==> src/rtl/avgdec_pkg.sv <==
`timescale 1ns / 1ps

package avgdec_pkg;

    localparam int MAX_OUTPUTS  = 65535;
    localparam int MAX_CHANNELS = 8;
    localparam int RATE_DIV     = 11025;
    localparam int RATE_BIAS    = 8812;
    localparam int SILENCE      = 128;
    localparam int MAX_RATIO    = (65535 + RATE_BIAS) / RATE_DIV;

    localparam int SUM_W  = 15;
    localparam int MAG_W  = 14;
    localparam int LEN_W  = 6;
    localparam int CNT_W  = 16;
    localparam int STEP_W = 4;

    localparam logic [STEP_W-1:0] LAST_STEP = STEP_W'(MAG_W - 1);

    localparam logic [1:0] REG_CHANNEL_COUNT   = 2'd0;
    localparam logic [1:0] REG_SAMPLE_RATE     = 2'd1;
    localparam logic [1:0] REG_BITS_PER_SAMPLE = 2'd2;

    typedef struct packed {
        logic [7:0] in_byte;
        logic       end_of_buffer;
    } in_item_t;

    typedef struct packed {
        logic [7:0]       pcm_out;
        logic [CNT_W-1:0] out_index;
    } out_item_t;

    typedef struct packed {
        logic accept;
        logic step;
        logic load;
    } dp_cmd_t;

    typedef struct packed {
        logic produce;
        logic out_busy;
    } dp_sts_t;

    function automatic logic [LEN_W-1:0] group_length(input logic [3:0]  channels,
                                                      input logic [15:0] rate);
        logic [3:0]       ch;
        logic [2:0]       ratio;
        logic [LEN_W-1:0] len;
        ch    = (channels > 4'(MAX_CHANNELS)) ? 4'(MAX_CHANNELS) : channels;
        ratio = '0;
        for (int k = 1; k <= MAX_RATIO; k++) begin
            if (rate >= 16'(k * RATE_DIV - RATE_BIAS)) begin
                ratio = ratio + 3'd1;
            end
        end
        len = LEN_W'(ch) * LEN_W'(ratio);
        return (len == '0) ? LEN_W'(1) : len;
    endfunction

endpackage

==> src/rtl/averaging_decimator_to_u8_mono.sv <==
`timescale 1ns / 1ps
// Averaging decimator from raw PCM buffer bytes to mono unsigned 8-bit samples.
// The input channel carries one buffer byte per transfer, with end_of_buffer
// set on the final byte of the buffer. The result channel carries one
// averaged sample and its position within the current buffer per transfer.
// The configuration channel writes channel count, sample rate and bits per
// sample; it is always ready and a write restarts the current group.
// A byte that does not close a group is absorbed without a stall, so such bytes
// may be transferred back to back. A byte that closes a group starts a
// restoring divider that retires one quotient bit per cycle until the quotient
// is complete; the result is registered once the output register is free, and
// the input channel is ready again in the same cycle.
// A finished result waits in the output register while the next group's
// bytes are taken. If the receiver is still stalling when the following
// result is ready, the block holds off further input until the register
// is free.
// Reset restores one channel, 11025 Hz and 8 bits, empties the group and
// the output register, and restarts the sample position at zero.

module averaging_decimator_to_u8_mono
    import avgdec_pkg::*;
(
    input  logic        aclk,
    input  logic        aresetn,
    input  logic        cfg_valid,
    output logic        cfg_ready,
    input  logic [1:0]  cfg_addr,
    input  logic [15:0] cfg_data,
    input  logic        s_valid,
    output logic        s_ready,
    input  in_item_t    s_data,
    output logic        m_valid,
    input  logic        m_ready,
    output out_item_t   m_data
);

    dp_cmd_t cmd;
    dp_sts_t sts;

    assign cfg_ready = 1'b1;

    avgdec_ctrl u_ctrl (
        .aclk    (aclk),
        .aresetn (aresetn),
        .s_valid (s_valid),
        .s_ready (s_ready),
        .sts     (sts),
        .cmd     (cmd)
    );

    avgdec_dp u_dp (
        .aclk      (aclk),
        .aresetn   (aresetn),
        .cfg_valid (cfg_valid),
        .cfg_addr  (cfg_addr),
        .cfg_data  (cfg_data),
        .s_data    (s_data),
        .m_data    (m_data),
        .m_valid   (m_valid),
        .m_ready   (m_ready),
        .cmd       (cmd),
        .sts       (sts)
    );

    a_divide_blocks_input: assert property (@(posedge aclk) disable iff (!aresetn)
        (cmd.accept && sts.produce) |=> !s_ready)
        else $error("input accepted while the divider was busy");

    a_load_shows_result: assert property (@(posedge aclk) disable iff (!aresetn)
        cmd.load |=> m_valid)
        else $error("loaded result not presented");

    a_reset_empties_output: assert property (@(posedge aclk)
        !aresetn |=> !m_valid)
        else $error("output valid after reset");

endmodule

==> src/rtl/avgdec_ctrl.sv <==
`timescale 1ns / 1ps

module avgdec_ctrl
    import avgdec_pkg::*;
(
    input  logic    aclk,
    input  logic    aresetn,
    input  logic    s_valid,
    output logic    s_ready,
    input  dp_sts_t sts,
    output dp_cmd_t cmd
);

    typedef enum logic [1:0] {
        ST_IDLE,
        ST_DIV,
        ST_FIN
    } state_t;

    state_t            state_reg, state_next;
    logic [STEP_W-1:0] step_reg, step_next;

    always_comb begin
        state_next = state_reg;
        step_next  = step_reg;
        cmd        = '0;
        case (state_reg)
            ST_IDLE: begin
                cmd.accept = s_valid;
                if (s_valid && sts.produce) begin
                    state_next = ST_DIV;
                    step_next  = '0;
                end
            end
            ST_DIV: begin
                cmd.step  = 1'b1;
                step_next = step_reg + STEP_W'(1);
                if (step_reg == LAST_STEP) begin
                    state_next = ST_FIN;
                end
            end
            ST_FIN: begin
                if (!sts.out_busy) begin
                    cmd.load   = 1'b1;
                    state_next = ST_IDLE;
                end
            end
            default: state_next = ST_IDLE;
        endcase
    end

    always_ff @(posedge aclk) begin
        if (!aresetn) begin
            state_reg <= ST_IDLE;
            step_reg  <= '0;
        end else begin
            state_reg <= state_next;
            step_reg  <= step_next;
        end
    end

    assign s_ready = (state_reg == ST_IDLE);

endmodule

==> src/rtl/avgdec_dp.sv <==
`timescale 1ns / 1ps

module avgdec_dp
    import avgdec_pkg::*;
(
    input  logic        aclk,
    input  logic        aresetn,
    input  logic        cfg_valid,
    input  logic [1:0]  cfg_addr,
    input  logic [15:0] cfg_data,
    input  in_item_t    s_data,
    output out_item_t   m_data,
    output logic        m_valid,
    input  logic        m_ready,
    input  dp_cmd_t     cmd,
    output dp_sts_t     sts
);

    logic [3:0]  channels_reg;
    logic [15:0] rate_reg;
    logic [5:0]  bps_reg;

    logic signed [SUM_W-1:0] sum_reg, sum_next;
    logic [LEN_W-1:0]        fill_reg, fill_next;
    logic                    odd_reg, odd_next;
    logic [CNT_W-1:0]        count_reg, count_next;

    logic [MAG_W-1:0] quo_reg;
    logic [LEN_W-1:0] rem_reg;
    logic [LEN_W-1:0] dlen_reg;
    logic             neg_reg;
    logic             dwide_reg;
    logic [CNT_W-1:0] dindex_reg;

    logic      out_valid_reg;
    out_item_t out_reg;

    logic                    wide;
    logic                    contributes;
    logic [LEN_W-1:0]        len;
    logic [LEN_W:0]          fill_inc;
    logic                    group_done;
    logic signed [SUM_W-1:0] sum_add;
    logic signed [SUM_W-1:0] byte_ext;
    logic [SUM_W-1:0]        mag_full;
    logic                    start;
    logic                    cfg_hit;

    logic [LEN_W:0]   trial;
    logic             ge;
    logic [LEN_W:0]   diff;
    logic [7:0]       quo_low;
    logic [7:0]       pcm;

    assign wide        = (bps_reg > 6'd8);
    assign contributes = !wide || odd_reg;
    assign len         = group_length(channels_reg, rate_reg);
    assign fill_inc    = {1'b0, fill_reg} + (LEN_W + 1)'(1);
    assign group_done  = contributes && (fill_inc >= {1'b0, len});
    assign byte_ext    = wide ? SUM_W'(signed'(s_data.in_byte))
                              : SUM_W'(s_data.in_byte);
    assign sum_add     = sum_reg + byte_ext;
    assign mag_full    = sum_add[SUM_W-1] ? SUM_W'(-sum_add) : SUM_W'(sum_add);

    assign sts.produce  = group_done && (count_reg != CNT_W'(MAX_OUTPUTS));
    assign sts.out_busy = out_valid_reg && !m_ready;
    assign start        = cmd.accept && sts.produce;
    assign cfg_hit      = cfg_valid && (cfg_addr == REG_CHANNEL_COUNT
                                        || cfg_addr == REG_SAMPLE_RATE
                                        || cfg_addr == REG_BITS_PER_SAMPLE);

    always_comb begin
        sum_next   = sum_reg;
        fill_next  = fill_reg;
        odd_next   = odd_reg;
        count_next = count_reg;
        if (cmd.accept) begin
            if (wide) begin
                odd_next = !odd_reg;
            end
            if (contributes) begin
                if (group_done) begin
                    sum_next  = '0;
                    fill_next = '0;
                end else begin
                    sum_next  = sum_add;
                    fill_next = fill_inc[LEN_W-1:0];
                end
            end
            if (start) begin
                count_next = count_reg + CNT_W'(1);
            end
            if (s_data.end_of_buffer) begin
                sum_next   = '0;
                fill_next  = '0;
                odd_next   = 1'b0;
                count_next = '0;
            end
        end
        if (cfg_hit) begin
            sum_next  = '0;
            fill_next = '0;
            odd_next  = 1'b0;
        end
    end

    always_ff @(posedge aclk) begin
        if (!aresetn) begin
            channels_reg  <= 4'd1;
            rate_reg      <= 16'(RATE_DIV);
            bps_reg       <= 6'd8;
            sum_reg       <= '0;
            fill_reg      <= '0;
            odd_reg       <= 1'b0;
            count_reg     <= '0;
            out_valid_reg <= 1'b0;
        end else begin
            if (cfg_valid) begin
                case (cfg_addr)
                    REG_CHANNEL_COUNT:   channels_reg <= cfg_data[3:0];
                    REG_SAMPLE_RATE:     rate_reg     <= cfg_data;
                    REG_BITS_PER_SAMPLE: bps_reg      <= cfg_data[5:0];
                    default: ;
                endcase
            end
            sum_reg   <= sum_next;
            fill_reg  <= fill_next;
            odd_reg   <= odd_next;
            count_reg <= count_next;
            if (cmd.load) begin
                out_valid_reg <= 1'b1;
            end else if (m_ready) begin
                out_valid_reg <= 1'b0;
            end
        end
    end

    assign trial = {rem_reg, quo_reg[MAG_W-1]};
    assign ge    = (trial >= {1'b0, dlen_reg});
    assign diff  = trial - {1'b0, dlen_reg};

    always_ff @(posedge aclk) begin
        if (start) begin
            quo_reg    <= mag_full[MAG_W-1:0];
            rem_reg    <= '0;
            dlen_reg   <= len;
            neg_reg    <= sum_add[SUM_W-1];
            dwide_reg  <= wide;
            dindex_reg <= count_reg;
        end else if (cmd.step) begin
            quo_reg <= {quo_reg[MAG_W-2:0], ge};
            rem_reg <= ge ? diff[LEN_W-1:0] : trial[LEN_W-1:0];
        end
    end

    assign quo_low = quo_reg[7:0];
    assign pcm     = (neg_reg ? (~quo_low + 8'd1) : quo_low)
                   + (dwide_reg ? 8'(SILENCE) : 8'd0);

    always_ff @(posedge aclk) begin
        if (cmd.load) begin
            out_reg.pcm_out   <= pcm;
            out_reg.out_index <= dindex_reg;
        end
    end

    assign m_valid = out_valid_reg;
    assign m_data  = out_reg;

endmodule
==> config.mk <==
export PLATFORM = sky130hd
export DESIGN_NAME = averaging_decimator_to_u8_mono
export DESIGN_NICKNAME = d
export VERILOG_FILES = /design/src/rtl/avgdec_pkg.sv /design/src/rtl/averaging_decimator_to_u8_mono.sv /design/src/rtl/avgdec_ctrl.sv /design/src/rtl/avgdec_dp.sv
export SDC_FILE = /design/constraint.sdc
export NUM_CORES = 1
export LEC_CHECK = 0
export ABC_AREA = 0
export ABC_CLOCK_PERIOD_IN_PS = 14300
export BUFFER_PORTS_ARGS = -buffer_cell sky130_fd_sc_hd__buf_2
export CAP_MARGIN = 20
export CORE_MARGIN = 1.5
export CORE_UTILIZATION = 65
export DETAILED_ROUTE_END_ITERATION = 10
export PLACE_DENSITY = 0.85
export SLEW_MARGIN = 5
export SYNTH_ARGS = -nofsm -noshare
export SYNTH_HDL_FRONTEND = slang
export SYNTH_SLANG_ARGS = --single-unit
==> constraint.sdc <==
create_clock -name aclk -period 14.3 [get_ports aclk]
set_input_delay 1.43 -clock aclk [delete_from_list [all_inputs] [get_ports aclk]]
set_output_delay 1.43 -clock aclk [all_outputs]
set_load 0.005 [all_outputs]
==> impl_metrics.yaml <==
placed_design:
  place_hpwl_mm: 11.5
  dpl-instance-area_um2: 7940
  routabilityCongestion: 0.932
  port_buffers: 57
  dp_slack_ps: 5250
sta:
  finClkSkew_ps: 6.00
  hold_violations: 0
  setup_slack_ps: 5190
  setup-tns-final_ps: 0
  fmax_mhz: 110
  worstMarginPinSlew_ps: 1010
  slew_viol_final: 0
  rsz0062_at_grt: "false"
  slew_headroom_pct: 32.8
  period_needed_ps: 9110
  period_share_pct: 63.7
  setup_viol: 0
clock_tree:
  h-tree-depth: 4
  clockRootBuffer: "clkbuf_16"
  post_cts_buffers: 0
  numCtsBuffers: 17
  cts.clk_slew.worst_paths_ps: 60
  clockBufferDepth: 2
  cts_sinks: 139
  ctsResizeCount: 0
  cts_tree: "done"
  ctsHoldBuffers: 0
  clock_latency_ps: 420
yosys:
  synth_enable_flop_cells: 62
  yosys.area.top_type_share_pct: 24.6
  synth.largest_area_cell: "edfxtp_1"
  avgSynthCellArea_um2: 9.51
  ys_seq_area_share_pct: 45.0
  yosys_warnings: 0
  synth_cell_types: 71
  synthCells: 795
  async_flop_share_pct: 0
  synth_nets: 873
  synth_area_um2: 7560
  synth_common_cells: "nand2_1 (96), dfxtp_1 (77), edfxtp_1 (62)"
  synth_area_leaders: "edfxtp_1 (25%), dfxtp_1 (20%), ha_1 (6.8%)"
  synth.most_common_cell: "nand2_1"
  synth-seq-cells: 139
  ys.flop_type: "dfxtp_1"
floorplanning:
  placementRows: 39
  initial_utilization_pct: 66.5
  io_pins: 59
  die_h_um: 111
  coreArea_um2: 11400
  die_w_um: 111
  dieArea_um2: 12300
detailed_routing:
  drc: 0
  drt_wl_total_mm: 16.2
  viasPerCell: 6.13
  drtIter0Drc: 468
  drt_first_pass_iters: 5
  postRouteAntennaNets: 0
  routedWlPerCell_um: 16.2
  num_vias: 6135
critical_path:
  crit_slowest_cell: "nand2_1"
  cp-end-kind: "register"
  worst-endpoint-required_ps: 14300
  cp_max_fo: 32
  slowest_delay_ps: 680
  path_class: "register to register"
  startpoint_type: "register"
  crit_arrival_ps: 9100
layout:
  largest_reg_flops: 24
  seqCellArea_um2: 3400
  areaGrowthSynthToFinish_pct: 13.3
  final_nets: 923
  nFillCells: 777
  multiInputGateArea_um2: 3900
  drive_above_1_share_pct: 12.6
  n_antenna_cell: 0
  final_cell_area_um2: 8560
global_route:
  grt_pass1_wl_mm: 27.2
  grt_pass1_vias: 5904
  grtUsageTotal_pct: 27.4
  overflow: 0
  grt_max_degree: 36
  grt_antenna_before_repair: 0
power_and_ir_drop:
  power_leakage_nw: 3.43
  p_per_area_nw_per_um2: 135
  finalPower_mw: 1.16
  irDropWorstVdd_mv: 0.118
outcome:
  status: "finished, final reports clean"
hold_path:
  hold_path.class: "register to register"
run:
  max-cap-violations: 0
-- critical path, delay by kind of cell, from the launching register on --
family | cells | cell delay [ps]
AO/OA/AOI/OAI | 14 | 3050
XOR/XNOR | 4 | 900
adder cells (fa/ha/maj) | 7 | 2400
buffers and inverters | 1 | 70
flip-flops | 1 | 370
multiplexers | 1 | 290
AND/OR/NAND/NOR | 4 | 1610
-- cell usage in the layout (no fill, tap or decap), drive strengths merged, types with 9 or more instances in the layout --
cell	instances
buf	62
o31ai	10
a22oi	21
a21o	13
edfxtp	62
dfxtp	77
xnor2	30
and3	9
and2	10
nand2b	9
nand3	31
xor2	14
nor2	57
clkbuf	18
ha	41
nor2b	15
mux2i	16
nand2	96
nor3	15
a21boi	17
inv	36
or3	16
a21oi	39
o21ai	41
-- where the power goes --
group	switching, mW	leakage, nW	total, mW	internal, mW
Combinational	0.130	1.95	0.218	0.0880
Sequential	0.0252	1.19	0.489	0.463
Clock	0.170	0.292	0.449	0.279
-- through the flow --
| stage | hold slack, ps | instances | utilization (%) |
|---|---|---|---|
| floorplan | 400 | 795 | - |
| global placement | 406 | 966 | 69.5 |
| detailed placement | 405 | 968 | 69.8 |
| CTS | 416 | 1000 | 75.2 |
| global route | 430 | 1001 | 75.3 |
| finish | 417 | 1001 | 75.3 |
-- logic make-up (layout without fill, tap and decap cells) --
| group | Yosys count | after routing | share of synthesized area [%] |
|---|---|---|---|
| simple gates | 293 | 293 | 19.0 |
| compound gates | 189 | 189 | 16.8 |
| flops | 139 | 139 | 45.0 |
| buf+inv | 65 | 128 | 3.51 |
| fa+ha+maj | 46 | 46 | 8.11 |
| xor+xnor | 44 | 44 | 5.10 |
| mux | 18 | 18 | 2.42 |
| other cells | 1 | 1 | 0.0496 |
-- area by class of cell --
class                           count  share of cell area (%)
Inverter                           34                    1.49
Sequential cell                   139                    39.8
Timing Repair Buffer               62                    4.05
Tap cell                          143                    2.09
Multi-Input combinational cell    591                    45.5
Clock inverter                     14                    1.96
Clock buffer                       18                    5.13
-- final timing paths --
check	from	cells past startpoint	slack [ps]	end
worst max-delay path	u_dp.rate_reg[3]	31	5190	u_dp.quo_reg[12]
worst min-delay path	u_dp.dindex_reg[1]	0	420	u_dp.m_data[1]
worst max register to register	u_dp.rate_reg[3]	31	5190	u_dp.quo_reg[12]
worst min register to register	u_dp.dindex_reg[1]	0	420	u_dp.m_data[1]
-- routing by layer --
layer	track usage, %	share of wire, %
met1	33.9	42
met2	46.6	49
met3	5.30	5.8
met4	12.2	2.6
met5	0	0
(Power assumes the default switching activity.)
